### src/sv/assert_macros.svh
// Assertion helpers for the display controller.
`ifndef ASSERT_MACROS_SVH
`define ASSERT_MACROS_SVH

// Property must hold at every clock edge outside reset.
`define SSBD_ASSERT(label, clk, rst_n, prop, msg) \
    label: assert property (@(posedge clk) disable iff (!rst_n) (prop)) else $error(msg);

// Expression must never be true outside reset.
`define SSBD_ASSERT_NEVER(label, clk, rst_n, expr, msg) \
    label: assert property (@(posedge clk) disable iff (!rst_n) !(expr)) else $error(msg);

`endif

### src/sv/ssbd_pkg.sv
package ssbd_pkg;

    localparam int DIGITS = 4;                              // 1 .. 8
    localparam int DIG_W  = (DIGITS > 1) ? $clog2(DIGITS) : 1;
    localparam int POS_W  = 4;
    localparam int REG_W  = 4;
    localparam int SEG_W  = 8;
    localparam int PER_W  = 16;

    localparam logic [SEG_W-1:0] SEG_BLANK = 8'h00;
    localparam logic [SEG_W-1:0] SEG_LSB   = 8'h01;
    localparam logic [SEG_W-1:0] SEG_DP    = 8'h80;

    typedef enum logic [2:0] {
        ACT_PUT_CHAR = 3'd0,
        ACT_PUT_SEGS = 3'd1,
        ACT_SET_SEG  = 3'd2,
        ACT_SET_BLNK = 3'd3,
        ACT_TICK     = 3'd4,
        ACT_CLEAR    = 3'd5
    } action_t;

    typedef enum logic [1:0] {
        ST_IDLE,
        ST_EXEC,
        ST_TICK
    } state_t;

    typedef struct packed {
        logic load_item;   // capture input word, clear digit index
        logic exec_host;   // apply host action, load its result
        logic tick_step;   // advance one digit's blink timer, load its result
    } ssbd_cmd_t;

    typedef struct packed {
        logic in_is_tick;  // word on the input port is a refresh tick
        logic out_free;    // result register can take a word this cycle
        logic idx_last;    // digit index at the final digit
    } ssbd_sts_t;

    // ASCII to segments, A=6 .. G=0, DP left clear
    function automatic logic [SEG_W-1:0] font_lookup(input logic [7:0] c);
        logic [SEG_W-1:0] f;
        case (c)
            8'h30: f = 8'h7E;
            8'h31: f = 8'h30;
            8'h32: f = 8'h6D;
            8'h33: f = 8'h79;
            8'h34: f = 8'h33;
            8'h35: f = 8'h5B;
            8'h36: f = 8'h5F;
            8'h37: f = 8'h70;
            8'h38: f = 8'h7F;
            8'h39: f = 8'h7B;
            8'h41, 8'h61: f = 8'h77;
            8'h42, 8'h62: f = 8'h1F;
            8'h43:        f = 8'h4E;
            8'h63:        f = 8'h0D;
            8'h44, 8'h64: f = 8'h3D;
            8'h45, 8'h65: f = 8'h4F;
            8'h46, 8'h66: f = 8'h47;
            8'h47, 8'h67: f = 8'h5E;
            8'h2D: f = 8'h01;       // minus
            8'h5F: f = 8'h08;       // underscore
            8'h5B: f = 8'h4E;       // open bracket
            8'h5D: f = 8'h78;       // close bracket
            8'h7B: f = 8'h31;       // open brace
            8'h7D: f = 8'h07;       // close brace
            8'h48: f = 8'h37;
            8'h68: f = 8'h17;
            8'h4C, 8'h6C: f = 8'h0E;
            8'h4F, 8'h6F: f = 8'h1D;
            8'h50, 8'h70: f = 8'h67;
            default: f = SEG_BLANK;
        endcase
        return f;
    endfunction

    // 180-degree turn: A<->D, B<->E, C<->F, G and DP stay
    function automatic logic [SEG_W-1:0] seg_rotate(input logic [SEG_W-1:0] v,
                                                    input logic en);
        logic [SEG_W-1:0] r;
        r = {v[7], v[3], v[2], v[1], v[6], v[5], v[4], v[0]};
        return en ? r : v;
    endfunction

endpackage

### src/sv/seven_segment_blink_display_controller.sv
// Seven-segment display controller with per-digit blinking. It holds one segment
// byte (DP=7, A=6 .. G=0), a blink period, a blink counter and a blink phase for
// each of DIGITS digits (4 by default). Host words write a character through the
// built-in font, write or merge raw segments, set or clear one segment, set a
// blink period, or set every digit to the given bits with blinking off; each gives
// one result word carrying only a status (1 = position out of range, nothing
// changed) with last set. A refresh tick steps every digit's blink timer and gives
// DIGITS result words, digit 0 first, each a display-register write (register =
// digit + 1, data blanked in the off phase), last on the final one. mirror_enable
// (cfg_wr_en/cfg_wr_data) turns later writes by 180 degrees: position p goes to
// digit DIGITS-1-p and A<->D, B<->E, C<->F; write it only while the block is idle.
// Sequence: a host word is captured, then executed; a tick is captured, then the
// per-digit state is visited by one shared read index, one digit per cycle while
// the result register has room. A result register held full by m_ready low stalls
// the block. A new word is taken once the previous one has put its last result
// into the output register, even if that result has not yet been taken.
`include "assert_macros.svh"

module seven_segment_blink_display_controller (
    input  logic        aclk,
    input  logic        aresetn,
    // configuration
    input  logic        cfg_wr_en,
    input  logic        cfg_wr_data,
    // input word
    input  logic        s_valid,
    output logic        s_ready,
    input  logic [2:0]  s_action,
    input  logic [3:0]  s_position,
    input  logic [7:0]  s_char_code,
    input  logic [7:0]  s_segment_bits,
    input  logic [2:0]  s_segment_index,
    input  logic        s_lit,
    input  logic        s_with_dot,
    input  logic        s_merge_only,
    input  logic [15:0] s_blink_period,
    // result word
    output logic        m_valid,
    input  logic        m_ready,
    output logic [3:0]  m_digit_register,
    output logic [7:0]  m_digit_data,
    output logic        m_status,
    output logic        m_last
);
    import ssbd_pkg::*;

    ssbd_cmd_t cmd;     // controller -> datapath
    ssbd_sts_t sts;     // datapath -> controller

    // Sequencer: idle / execute host word / walk the digits on a tick.
    ssbd_ctrl u_ctrl (
        .aclk    (aclk),
        .aresetn (aresetn),
        .s_valid (s_valid),
        .s_ready (s_ready),
        .sts     (sts),
        .cmd     (cmd)
    );

    // Digit state, font, mirroring, blink timers and result register.
    ssbd_datapath u_datapath (
        .aclk             (aclk),
        .aresetn          (aresetn),
        .cfg_wr_en        (cfg_wr_en),
        .cfg_wr_data      (cfg_wr_data),
        .s_action         (s_action),
        .s_position       (s_position),
        .s_char_code      (s_char_code),
        .s_segment_bits   (s_segment_bits),
        .s_segment_index  (s_segment_index),
        .s_lit            (s_lit),
        .s_with_dot       (s_with_dot),
        .s_merge_only     (s_merge_only),
        .s_blink_period   (s_blink_period),
        .m_valid          (m_valid),
        .m_ready          (m_ready),
        .m_digit_register (m_digit_register),
        .m_digit_data     (m_digit_data),
        .m_status         (m_status),
        .m_last           (m_last),
        .cmd              (cmd),
        .sts              (sts)
    );

    // A result is only loaded when the output register has room.
    `SSBD_ASSERT(a_load_room, aclk, aresetn, (cmd.exec_host || cmd.tick_step) |-> sts.out_free, "result loaded into a full output register")
    // Host execution and tick stepping are exclusive.
    `SSBD_ASSERT_NEVER(a_cmd_excl, aclk, aresetn, cmd.exec_host && cmd.tick_step, "host execute and tick step together")
    // In the cycle after a word is taken the block is busy.
    `SSBD_ASSERT(a_busy_after_accept, aclk, aresetn, (s_valid && s_ready) |=> !s_ready, "input taken again right after acceptance")
    // Loading the final digit of a tick returns the block to idle.
    `SSBD_ASSERT(a_tick_done_idle, aclk, aresetn, (cmd.tick_step && sts.idx_last) |=> s_ready, "block not idle after final tick digit")

endmodule

### src/sv/ssbd_ctrl.sv
module ssbd_ctrl (
    input  logic                aclk,
    input  logic                aresetn,
    input  logic                s_valid,
    output logic                s_ready,
    input  ssbd_pkg::ssbd_sts_t sts,
    output ssbd_pkg::ssbd_cmd_t cmd
);
    import ssbd_pkg::*;

    state_t state_reg;
    state_t state_next;

    always_ff @(posedge aclk) begin
        if (!aresetn) begin
            state_reg <= ST_IDLE;
        end else begin
            state_reg <= state_next;
        end
    end

    always_comb begin
        state_next = state_reg;
        cmd        = '0;
        s_ready    = 1'b0;
        case (state_reg)
            ST_IDLE: begin
                s_ready = 1'b1;
                if (s_valid) begin
                    cmd.load_item = 1'b1;
                    state_next    = sts.in_is_tick ? ST_TICK : ST_EXEC;
                end
            end
            ST_EXEC: begin
                if (sts.out_free) begin
                    cmd.exec_host = 1'b1;
                    state_next    = ST_IDLE;
                end
            end
            ST_TICK: begin
                if (sts.out_free) begin
                    cmd.tick_step = 1'b1;
                    if (sts.idx_last) begin
                        state_next = ST_IDLE;
                    end
                end
            end
            default: begin
                state_next = ST_IDLE;
            end
        endcase
    end

endmodule

### src/sv/ssbd_datapath.sv
module ssbd_datapath (
    input  logic                aclk,
    input  logic                aresetn,
    input  logic                cfg_wr_en,
    input  logic                cfg_wr_data,
    input  logic [2:0]          s_action,
    input  logic [3:0]          s_position,
    input  logic [7:0]          s_char_code,
    input  logic [7:0]          s_segment_bits,
    input  logic [2:0]          s_segment_index,
    input  logic                s_lit,
    input  logic                s_with_dot,
    input  logic                s_merge_only,
    input  logic [15:0]         s_blink_period,
    output logic                m_valid,
    input  logic                m_ready,
    output logic [3:0]          m_digit_register,
    output logic [7:0]          m_digit_data,
    output logic                m_status,
    output logic                m_last,
    input  ssbd_pkg::ssbd_cmd_t cmd,
    output ssbd_pkg::ssbd_sts_t sts
);
    import ssbd_pkg::*;

    // configuration and per-digit state
    logic             mirror_reg;
    logic [SEG_W-1:0] seg_mem_reg [DIGITS];
    logic [PER_W-1:0] per_mem_reg [DIGITS];
    logic [PER_W-1:0] cnt_mem_reg [DIGITS];
    logic             ph_mem_reg  [DIGITS];
    logic [DIG_W-1:0] idx_reg;

    // captured input word
    logic [2:0]       act_reg;
    logic [POS_W-1:0] pos_reg;
    logic [7:0]       chr_reg;
    logic [SEG_W-1:0] bits_reg;
    logic [2:0]       segi_reg;
    logic             lit_reg;
    logic             dot_reg;
    logic             merge_reg;
    logic [PER_W-1:0] period_reg;

    // result register
    logic             out_valid_reg;
    logic [REG_W-1:0] out_dreg_reg;
    logic [SEG_W-1:0] out_data_reg;
    logic             out_status_reg;
    logic             out_last_reg;

    logic             bad;
    logic [DIG_W-1:0] dest;
    logic [DIG_W-1:0] rd_idx;
    logic [SEG_W-1:0] seg_rd;
    logic [SEG_W-1:0] char_pat;
    logic [SEG_W-1:0] rot_bits;
    logic [SEG_W-1:0] rot_mask;
    logic             seg_we;
    logic [SEG_W-1:0] seg_next;
    logic             per_we;
    logic             clr;
    logic             host_status;
    logic [PER_W-1:0] cnt_next;
    logic             ph_next;
    logic             out_load;
    logic [REG_W-1:0] out_dreg_next;
    logic [SEG_W-1:0] out_data_next;
    logic             out_status_next;
    logic             out_last_next;

    assign bad    = (pos_reg >= POS_W'(DIGITS));
    assign dest   = mirror_reg ? DIG_W'(POS_W'(DIGITS - 1) - pos_reg) : DIG_W'(pos_reg);
    assign rd_idx = cmd.tick_step ? idx_reg : dest;
    assign seg_rd = seg_mem_reg[rd_idx];

    always_comb begin
        char_pat = font_lookup(chr_reg) & ~SEG_DP;
        if (!lit_reg) begin
            char_pat = ~char_pat & ~SEG_DP;
        end
        if (dot_reg == lit_reg) begin
            char_pat = char_pat | SEG_DP;
        end
    end

    assign rot_bits = seg_rotate(bits_reg, mirror_reg);
    assign rot_mask = seg_rotate(SEG_LSB << segi_reg, mirror_reg);

    // host actions
    always_comb begin
        seg_we      = 1'b0;
        seg_next    = seg_rd;
        per_we      = 1'b0;
        clr         = 1'b0;
        host_status = 1'b0;
        case (act_reg)
            ACT_PUT_CHAR: begin
                seg_we   = !bad;
                seg_next = seg_rotate(char_pat, mirror_reg);
            end
            ACT_PUT_SEGS: begin
                seg_we = !bad;
                if (merge_reg) begin
                    seg_next = lit_reg ? (seg_rd | rot_bits) : (seg_rd & ~rot_bits);
                end else begin
                    seg_next = seg_rotate(lit_reg ? bits_reg : ~bits_reg, mirror_reg);
                end
            end
            ACT_SET_SEG: begin
                seg_we   = !bad;
                seg_next = lit_reg ? (seg_rd | rot_mask) : (seg_rd & ~rot_mask);
            end
            ACT_SET_BLNK: begin
                per_we = !bad;
            end
            ACT_CLEAR: begin
                clr = 1'b1;
            end
            default: begin
            end
        endcase
        if (act_reg inside {ACT_PUT_CHAR, ACT_PUT_SEGS, ACT_SET_SEG, ACT_SET_BLNK}) begin
            host_status = bad;
        end
    end

    // blink timer of the digit under the index
    always_comb begin
        if (per_mem_reg[idx_reg] != '0) begin
            if (cnt_mem_reg[idx_reg] < per_mem_reg[idx_reg]) begin
                cnt_next = cnt_mem_reg[idx_reg] + PER_W'(1);
                ph_next  = ph_mem_reg[idx_reg];
            end else begin
                cnt_next = '0;
                ph_next  = !ph_mem_reg[idx_reg];
            end
        end else begin
            cnt_next = '0;
            ph_next  = 1'b0;
        end
    end

    assign out_load = cmd.exec_host || cmd.tick_step;

    always_comb begin
        if (cmd.tick_step) begin
            out_dreg_next   = REG_W'(idx_reg) + REG_W'(1);
            out_data_next   = ph_next ? SEG_BLANK : seg_rd;
            out_status_next = 1'b0;
            out_last_next   = sts.idx_last;
        end else begin
            out_dreg_next   = '0;
            out_data_next   = SEG_BLANK;
            out_status_next = host_status;
            out_last_next   = 1'b1;
        end
    end

    always_ff @(posedge aclk) begin
        if (!aresetn) begin
            mirror_reg    <= 1'b0;
            seg_mem_reg   <= '{default: '0};
            per_mem_reg   <= '{default: '0};
            cnt_mem_reg   <= '{default: '0};
            ph_mem_reg    <= '{default: '0};
            idx_reg       <= '0;
            out_valid_reg <= 1'b0;
        end else begin
            if (cfg_wr_en) begin
                mirror_reg <= cfg_wr_data;
            end
            if (cmd.load_item) begin
                idx_reg <= '0;
            end
            if (cmd.tick_step) begin
                cnt_mem_reg[idx_reg] <= cnt_next;
                ph_mem_reg[idx_reg]  <= ph_next;
                if (!sts.idx_last) begin
                    idx_reg <= idx_reg + DIG_W'(1);
                end
            end
            if (cmd.exec_host) begin
                if (seg_we) begin
                    seg_mem_reg[dest] <= seg_next;
                end
                if (per_we) begin
                    per_mem_reg[dest] <= period_reg;
                end
                if (clr) begin
                    seg_mem_reg <= '{default: bits_reg};
                    per_mem_reg <= '{default: '0};
                end
            end
            if (out_load) begin
                out_valid_reg <= 1'b1;
            end else if (m_ready) begin
                out_valid_reg <= 1'b0;
            end
        end
    end

    always_ff @(posedge aclk) begin
        if (cmd.load_item) begin
            act_reg    <= s_action;
            pos_reg    <= s_position;
            chr_reg    <= s_char_code;
            bits_reg   <= s_segment_bits;
            segi_reg   <= s_segment_index;
            lit_reg    <= s_lit;
            dot_reg    <= s_with_dot;
            merge_reg  <= s_merge_only;
            period_reg <= s_blink_period;
        end
        if (out_load) begin
            out_dreg_reg   <= out_dreg_next;
            out_data_reg   <= out_data_next;
            out_status_reg <= out_status_next;
            out_last_reg   <= out_last_next;
        end
    end

    assign sts.in_is_tick = (s_action == ACT_TICK);
    assign sts.out_free   = !out_valid_reg || m_ready;
    assign sts.idx_last   = (idx_reg == DIG_W'(DIGITS - 1));

    assign m_valid          = out_valid_reg;
    assign m_digit_register = out_dreg_reg;
    assign m_digit_data     = out_data_reg;
    assign m_status         = out_status_reg;
    assign m_last           = out_last_reg;

endmodule

### config.mk
export PLATFORM = sky130hd
export DESIGN_NAME = seven_segment_blink_display_controller
export DESIGN_NICKNAME = d
export VERILOG_FILES = /design/src/sv/ssbd_pkg.sv /design/src/sv/seven_segment_blink_display_controller.sv /design/src/sv/ssbd_ctrl.sv /design/src/sv/ssbd_datapath.sv
export VERILOG_INCLUDE_DIRS = /design/src /design/src/sv
export SDC_FILE = /design/constraint.sdc
export NUM_CORES = 1
export LEC_CHECK = 0
export ABC_AREA = 0
export BUFFER_PORTS_ARGS = -buffer_cell sky130_fd_sc_hd__buf_2
export CELL_PAD_IN_SITES_DETAIL_PLACEMENT = 1
export CELL_PAD_IN_SITES_GLOBAL_PLACEMENT = 2
export CORE_MARGIN = 2
export CORE_UTILIZATION = 36
export DETAILED_ROUTE_END_ITERATION = 8
export GPL_TIMING_DRIVEN = 0
export PLACE_DENSITY = 0.8
export SYNTH_ARGS = -nofsm -noshare
export SYNTH_HDL_FRONTEND = slang
export SYNTH_SLANG_ARGS = --single-unit
### constraint.sdc
create_clock -name aclk -period 3.67 [get_ports aclk]
set_input_delay 0.5505 -clock aclk [delete_from_list [all_inputs] [get_ports aclk]]
set_output_delay 0.5505 -clock aclk [all_outputs]
set_load 0.01 [all_outputs]
### Word level (Yosys, flattened, before mapping)

Memories as Yosys holds them, arrays and structs flattened. A register that Yosys moved wholly into a read port is not among the register bits.
Index checks and enable logic that the tools add are counted.
Widths: inputs -> output; s select.

| storage, ports and cells | value |
|---|---|
| register bits after elaboration | 229 |
| bits in read-only memories | 896 |
| input port bits | 51 |
| output and inout port bits | 16 |
| memories kept | 1 |

| cells by class | value |
|---|---|
| $add $sub $neg | 4 |
| $lt $le $gt $ge | 7 |
| equal/unequal tests | 13 |
| shift-type cells | 1 |
| muxes and demuxes | 67 |
| bitwise operators | 13 |
| reductions and logical operators | 20 |

Memories:

| memory | words | bits a word | rd ports | clocked after memory_dff | wr ports | RTL line | source |
|---|---|---|---|---|---|---|---|
| (no name shown) | 128 | 7 | 1 | 1 | 0 | ssbd_pkg.sv:44 | `case (c)` |

Operators by type and width:

| operator | count |
|---|---|
| $bwmux 64 | 2 |
| $mux 16 | 8 |
| $mux 64 | 2 |
| $bmux 16 s2 | 2 |
| $demux 16 s2 | 2 |
| $mux 32 | 2 |
| $mux 8 | 8 |
| $mux 7 | 7 |
| $bwmux 32 | 1 |
| $not 8->8 | 3 |
| $pmux 8 s3 | 1 |
| $mux 2 | 10 |
| $add 16x1->16 const B | 1 |
| $and 8x8->8 | 2 |
| $bmux 8 s2 | 1 |
| $demux 8 s2 | 1 |
| $lt 16x16->1 | 1 |
| $mux 1 | 16 |
| $or 8x8->8 | 2 |
| $reduce_bool 16->1 | 1 |
| $ge 3x3->1 const B | 3 |
| $not 2->3 | 3 |
| $ne 2x2->1 const B | 4 |
| $shl 1x3->8 const A | 1 |
| other kinds (28) | 41 |

### Longest topological paths before layout

Gate-level depths: netlist of run 1.

| logic depth | value |
|---|---|
| depth in word-level cells | 16 |
| gate-level depth with buffers | 15 |

### By module

From an unflattened synthesis of run 1, not the netlist that was laid out.

| second synthesis, totals | value |
|---|---|
| cells, all modules | 1214 |
| area, all modules | 11748.8 sq um |

By module, submodules not included:

| module | times used | cells each | area an instance (sq um) | sequential area each (sq um) |
|---|---|---|---|---|
| ssbd_datapath | 1 | 1200 | 11631.2 | 5245.0 |
| ssbd_ctrl | 1 | 14 | 117.6 | 40.0 |

### Worst setup path before layout of run 1

Ideal clock, no wire load.

| path | value |
|---|---|
| path kind | register -> register |
| from | register u_datapath.idx_reg[0] |
| to | register u_datapath.cnt_mem_reg[12] in the netlist's numbering |
| setup time | 87 ps |
| data arrival time | 3393 ps |
| slack | 190 ps |
| stages on the path, launching flop included | 15 |
| buffers on the path | 5 |
| clock period less this slack | 3480 ps |
| cell sequence | dfxtp_1 > buf_6 > buf_6 > buf_4 > mux4_2 > ha_1 > a21o_1 > a21o_1 > a21o_1 > a211oi_1 > nand2_1 > or2_1 > buf_2 > buf_6 > o31ai_1 |

| between the ends | value |
|---|---|
| cells in the longest elaborated chain, start to end | 8 |

Ends and longest elaborated chain:

| element | RTL line | source |
|---|---|---|
| start, declared | ssbd_datapath.sv:32 | `logic [DIG_W-1:0] idx_reg;` |
| start signal, assigned | ssbd_datapath.sv:180 | `idx_reg <= idx_reg + DIG_W'(1);` |
| $not 2->3 (not written as such) (*) | n/a |  |
| $bmux 16 s2, on equally long branches | ssbd_datapath.sv:131, ssbd_datapath.sv:132, ssbd_datapath.sv:130 |  |
| $mux 16, on equally long branches (2 in series) | ssbd_datapath.sv:131, ssbd_datapath.sv:132, ssbd_datapath.sv:130 |  |
| $add 16x1->16 / $lt 16x16->1 (equally long branches) | ssbd_datapath.sv:132, ssbd_datapath.sv:131 |  |
| $mux 16 | ssbd_datapath.sv:131 | `if (cnt_mem_reg[idx_reg] < per_mem_reg[idx_reg]) begin` |
| $mux 16 | ssbd_datapath.sv:130 | `if (per_mem_reg[idx_reg] != '0) begin` |
| $bwmux 64 (*) | ssbd_datapath.sv:177 | `cnt_mem_reg[idx_reg] <= cnt_next;` |
| end signal, assigned by index | ssbd_datapath.sv:177 |  |
| end, declared | ssbd_datapath.sv:30 | `logic [PER_W-1:0] cnt_mem_reg [DIGITS];` |

Mark *: on every way between the ends. The rest lies on a longest branch, timed or not. The select of a mux whose other input is x is not followed.
A chain may end at the register's enable or synchronous reset.

### Final worst setup path of run 1

| path | value |
|---|---|
| from | register u_datapath.idx_reg[0] |
| to | register u_datapath.out_data_reg[6] (netlist: u_datapath.m_digit_data[6]) (data pin) |

| between the ends | value |
|---|---|
| cells in the longest elaborated chain, start to end | 8 |

Ends and longest elaborated chain:

| element | RTL line | source |
|---|---|---|
| $not 2->3 (not written as such) | n/a |  |
| $bmux 16 s2, or another cell as far along | ssbd_datapath.sv:131 |  |
| $mux 16 (not written as such), or another cell as far along (2 in series) | ssbd_datapath.sv:131 |  |
| $lt 16x16->1 / $logic_not 1->1 (equally long branches) | ssbd_datapath.sv:131, ssbd_datapath.sv:136 |  |
| $mux 1 | ssbd_datapath.sv:131 |  |
| $mux 1 | ssbd_datapath.sv:130 |  |
| $reduce_or 2->1 (no line) | n/a |  |
| end signal, assigned | ssbd_datapath.sv:217 | `out_data_reg <= out_data_next;` |
| end, declared | ssbd_datapath.sv:48 | `logic [SEG_W-1:0] out_data_reg;` |

Parallel ways exist; a longest one is shown, timed or not. The select of a mux whose other input is x is not followed.

==> results.yml, run 1 <==
status:
  status: "finished clean"
detailed_routing:
  drt_wl_total_mm: 41.1
  drt-vias-per-instance: 5.77
  drc: 0
  final_antenna_net_count: 0
  wire_per_inst_um: 22.0
  drtPass1Iterations: 5
  drt_iter0_markers: 723
  vias: 10800
synthesis:
  synth_largest_area_cell: "dfxtp_1"
  synth_cell_types: 82
  synth_cells: 1282
  synth-edff-count: 58
  synth_ff_type: "dfxtp_1"
  async_flop_share_pct: 0
  syn_avg_cell_area_sq_um: 9.66
  seq_area_frac_synth_pct: 42.7
  syn_area_sq_mm: 0.0124
  ys_warn_count: 0
  synth_common_cells: "177 x dfxtp_1, 96 x nand2_1, 93 x nand3_1, 92 x nor2b_1, 78 x nor2_1"
  yosys-top-cells-area: "dfxtp_1 29%, edfxtp_1 14%, mux4_2 4.9%, nor2b_1 4.6%, a22oi_1 4.4%"
  yosys.area.top_type_share_pct: 28.6
  synth_nets: 1359
  synth-seq-cells: 235
  synth.most_common_cell: "dfxtp_1"
power:
  max-vdd-ir-drop_uv: 385
  power_uw: 6260
  powerDensity_mw_per_mm2: 432
  power_leakage_uw: 0.00508
hold_path:
  hold_depth: 1
  hp-class: "in2reg"
global_routing:
  grt_max_degree: 55
  antenna_found_initial: 2
  grt_pass1_vias: 10900
  gr-total-overflow: 0
  grt_usage_pct: 22.7
  grt_pass1_wl_mm: 64.1
sta:
  rsz0062_at_grt: "false"
  finalCritPeriodShare_pct: 95.0
  timing.fmax_mhz: 287
  period_minus_slack_ns: 3.49
  relSlewSlack_pct: 34.8
  fin_ws_ns: 0.183
  finalHoldViolations: 0
  worst_pin_slew_ns: 0.963
  finalClockSkew_ns: 0.0221
  drv_slew: 0
  setup_tns_ns: 0
  holdWs_ns: 0.169
  setup_violations: 0
die:
  num_rows: 67
  core_area_sq_mm: 0.0337
  die_w_um: 189
  ios: 67
  start_util_pct: 36.8
  die-area_sq_mm: 0.0359
  die_height_um: 189
worst_setup_path:
  worstPathMaxFanout: 10
  crit_required_ns: 3.96
  reg2regPathDepth: 13
  cp.arrival_ns: 3.78
  critical_path.max_stage_delay_ns: 0.61
  path_cells: "buf_12, buf_12, buf_12, mux4_2, ha_4, a21o_1, a21o_1, a21o_1, a211oi_2, buf_4, buf_4, nand4b_1, and4_1"
  path_class: "reg2reg"
  cp-end-kind: "flip-flop"
  slowest_stage: "mux4_2"
  start_kind: "flip-flop"
cts:
  cts_buffer_depth: 3
  cts_sinks: 235
  clk_pin_slew_worst_paths_ns: 0.07
  clock_latency_ns: 0.55
  cts_max_level: 1
  numCtsBuffers: 28
  clockRootBuffer: "clkbuf_16"
  cts_tree: "built"
placed_design:
  port_buffers: 64
  placed_area_sq_mm: 0.0133
  gp_congestion: 0.832
  place_ws_ns: -0.873
  hpwl_mm: 29.1
layout:
  drive_gt1_share_pct: 17.0
  stdcell_area_sq_mm: 0.0145
  nets: 1470
  syn_to_final_growth_pct: 16.9
flow_run:
  maxCapViolCount: 0
area by class of cell:
class                      count  area (sq um)
multi-input combinational    925          6620
buffer                        91           518
tap                          448           561
fill                        3874         19200
timing repair buffer          82           484
sequential                   235          5290
antenna                        3          7.51
inverter                      30           113
clock buffer                  38           800
clock inverter                13          91.3
power by group:
part,total (uW),switching (uW),internal (uW)
registers,2780,49.7,2730
logic,763,516,246
clock network,2710,1130,1590
total,6260,1690,4560
routing by layer:
metal / wire [um] / global-route usage, %
met5: 0 / 0
met4: 786 / 4.80
met3: 2700 / 4.04
met2: 18400 / 35.9
met1: 19200 / 32.4
metrics by stage:
step	util, %	cells
after floorplan	-	1282
after global placement	39.4	1794
after detailed placement	39.4	1794
after CTS	42.4	1851
after global routing	43.0	1863
final	43.0	1865
cells by family (layout without fill, tap and decap cells):
logic type | Yosys count | in the layout | share of synthesized area (%)
buffers and inverters | 122 | 254 | 4.63
adders and majority gates | 26 | 26 | 2.63
other | 1 | 4 | 0.0303
and+or+nand+nor | 455 | 455 | 18.9
muxes | 63 | 63 | 8.94
DFF | 235 | 235 | 42.7
AOI/OAI and AO/OA | 356 | 356 | 20.4
xor gates and xnor gates | 24 | 24 | 1.76
timing repair:
| item | CTS | global route |
|---|---|---|
| hold buffers | 0 | 0 |
| resized for setup | 20 | 14 |
| pin swaps | 1 | 2 |
| hold endpoints to repair | 0 | 0 |
| setup buffers | 6 | 12 |
| endpoints found under the setup margin | 83 | 54 |
critical path, delay by kind of cell, from the launching register on:
family | cells | cell delay [ns]
fa+ha+maj | 1 | 0.28
flops | 1 | 0.38
compound gates | 4 | 0.69
mux | 1 | 0.61
buf+inv | 5 | 0.73
simple gates | 2 | 0.55
final timing paths:
kind	from	end	slack, ns
max	u_datapath.idx_reg[0]	u_datapath.m_digit_data[6]	0.18
min	s_segment_bits[3]	u_datapath.bits_reg[3]	0.17
min reg2reg	u_datapath.cnt_mem_reg[38]	u_datapath.cnt_mem_reg[38]	0.46
max reg2reg	u_datapath.idx_reg[0]	u_datapath.m_digit_data[6]	0.18
placed cells by master (no fill, tap or decap), types with 9 or more instances in the layout:
cell type | netlist | layout
dfxtp_1 | 177 | 175
nand2_1 | 96 | 95
nand3_1 | 93 | 93
nor2b_1 | 92 | 92
nor2_1 | 78 | 78
buf_2 | 10 | 73
a22oi_1 | 73 | 73
clkbuf_1 | 64 | 69
edfxtp_1 | 58 | 58
o21ai_0 | 56 | 56
a21oi_1 | 48 | 48
clkbuf_16 | 0 | 29
mux4_2 | 27 | 27
inv_1 | 28 | 27
ha_1 | 26 | 23
mux2i_1 | 21 | 20
a22oi_2 | 19 | 19
o31ai_1 | 21 | 18
buf_4 | 5 | 17
nor3_1 | 16 | 16
o21ai_1 | 15 | 15
and3_1 | 14 | 14
a31oi_1 | 13 | 13
xnor2_1 | 13 | 12
a21o_1 | 12 | 12
o22ai_1 | 11 | 11
nand4_1 | 11 | 11
o21a_1 | 10 | 10
xor2_1 | 10 | 10
o211ai_1 | 9 | 9
a21boi_0 | 9 | 9
clkinv_2 | 0 | 9
No activity file was read; power rests on OpenSTA's default activity.
==> inputs of run 2 (changes only) <==
--- a/config.mk
+++ b/config.mk
@@ -15,6 +15,7 @@
 export DETAILED_ROUTE_END_ITERATION = 8
 export GPL_TIMING_DRIVEN = 0
 export PLACE_DENSITY = 0.8
+export SETUP_SLACK_MARGIN = 0.3
 export SYNTH_ARGS = -nofsm -noshare
 export SYNTH_HDL_FRONTEND = slang
 export SYNTH_SLANG_ARGS = --single-unit
==> run 2 against run 1 <==
  * Maximum frequency grew 4.6%
  * Critical endpoint is now u_datapath.cnt_mem_reg[62]
  * Hold slack lost 0.0052 ns
  * Wire length grew 0.30%
  * Count of clock-buffer cells in the layout shrank 1
  * Largest cell class unchanged
==> results.yml, run 2 (same netlist as run 1, synthesis figures left out) <==
sta:
  rsz0062_at_grt: "true"
  finalCritPeriodShare_pct: 90.8
  timing.fmax_mhz: 300
  setup_violations: 0
  finalClockSkew_ns: 0.0144
  relSlewSlack_pct: 33.8
  finalHoldViolations: 0
  period_minus_slack_ns: 3.33
  holdWs_ns: 0.164
  worst_pin_slew_ns: 0.978
  drv_slew: 0
cts:
  clk_pin_slew_worst_paths_ns: 0.06
  cts-hold-fix-buffers: 0
  cts_max_level: 1
  clock_latency_ns: 0.56
  cts_sinks: 235
  numCtsBuffers: 27
  cts_buffer_depth: 3
  clockRootBuffer: "clkbuf_16"
  cts_tree: "built"
worst_setup_path:
  cp-end-kind: "flip-flop"
  path_buf_inv: 6
  critical_path.max_stage_delay_ns: 0.58
  path_class: "reg2reg"
  path_cells: "buf_8, buf_12, buf_12, mux4_2, ha_4, a21o_1, a221oi_2, o22ai_2, a211oi_2, buf_4, nand2_4, or2_1, buf_6, buf_12, o31ai_2"
  crit_family: "buffers and inverters"
  path_depth: 15
  start_kind: "flip-flop"
  timing.critical_path.mode_cell: "buf_12"
  slowest_stage: "mux4_2"
  crit_required_ns: 4.13
  worstPathMaxFanout: 8
  cp.arrival_ns: 3.79
  reg2regPathDepth: 15
layout:
  syn_to_final_growth_pct: 20.6
  layout_common_cells: "175 x dfxtp_1, 92 x nor2b_1, 92 x nand2_1, 91 x nand3_1, 77 x nor2_1"
  post-route-util_pct: 44.3
  drive_gt1_share_pct: 19.9
  final_common_cell: "dfxtp_1"
  nets: 1480
  layout.cells.non_filler: 1874
detailed_routing:
  drt_wl_total_mm: 41.2
  wire_per_inst_um: 22.0
  drtPass1Iterations: 4
  drc: 0
  final_antenna_net_count: 0
  drt-vias-per-instance: 5.75
  drt_iter0_markers: 622
  vias: 10800
global_routing:
  grt_max_degree: 55
  grt_usage_pct: 22.8
  grt_pass1_wl_mm: 64.2
  gr-total-overflow: 0
  grt_pass1_vias: 10900
  antenna_found_initial: 2
die:
  die-area_sq_mm: 0.0359
  ios: 67
  die_w_um: 189
  start_util_pct: 36.8
  die_height_um: 189
  core_area_sq_mm: 0.0337
  num_rows: 67
hold_path:
  hold_depth: 1
  hp-class: "in2reg"
placed_design:
  gp_congestion: 0.835
  hpwl_mm: 29.1
  placed_cells: 1794
  port_buffers: 64
status:
  status: "finished clean"
power:
  max-vdd-ir-drop_uv: 365
  power_leakage_uw: 0.00528
  powerDensity_mw_per_mm2: 428
  power_uw: 6390
flow_run:
  maxCapViolCount: 0
-- run 2: cell count changes in the layout (fill, tap and decap cells not counted), sizes merged --
cell    change
diode       -1
buf         +9
clkbuf      +1
bufinv      +2
clkinv      -2
-- run 2: final timing paths --
| kind | from | end | slack [ns] |
|---|---|---|---|
| worst max-delay path | u_datapath.idx_reg[0] | u_datapath.cnt_mem_reg[62] | 0.34 |
| worst min register to register | u_datapath.cnt_mem_reg[22] | u_datapath.cnt_mem_reg[22] | 0.46 |
| worst max register to register | u_datapath.idx_reg[0] | u_datapath.cnt_mem_reg[62] | 0.34 |
| worst min-delay path | s_segment_bits[6] | u_datapath.bits_reg[6] | 0.16 |
-- run 2: cell type report --
class	instances	area, sq um
Fill cell	3833	18800
Multi-Input combinational cell	925	6870
Sequential cell	235	5290
Clock buffer	37	785
Timing Repair Buffer	92	607
Tap cell	448	561
Buffer	92	549
Clock inverter	13	154
Inverter	30	113
Antenna cell	2	5.00
-- run 2: timing repair --
action	in CTS	in global routing
setup endpoints to repair	83	83
gates resized for setup	36	62
buffers inserted	24	2
cloned	0	2
pin swaps	10	26
-- run 2: report_power, final --
part | switching [uW] | leakage, uW | internal, uW
clock network | 1140 | 0.000471 | 1710
logic | 516 | 0.00283 | 250
registers | 49.2 | 0.00198 | 2730
total | 1700 | 0.00528 | 4690
-- run 2: metrics by stage --
| step | setup TNS, ns | instance area [sq um] | worst slack, ns |
|---|---|---|---|
| global route | 0 | 14900 | 0.202 |
| CTS | 0 | 14600 | 0.271 |
| global placement | -18.23 | 13300 | -0.777 |
| finish | 0 | 14900 | 0.338 |
| floorplan | 0 | 12400 | 0.316 |
| detailed placement | -22.76 | 13300 | -0.844 |
-- run 2: per-layer routing --
metal | track usage (%) | routed length (um)
met1 | 32.1 | 19400
met2 | 36.9 | 18600
met3 | 3.65 | 2500
met4 | 4.44 | 668
met5 | 0 | 11
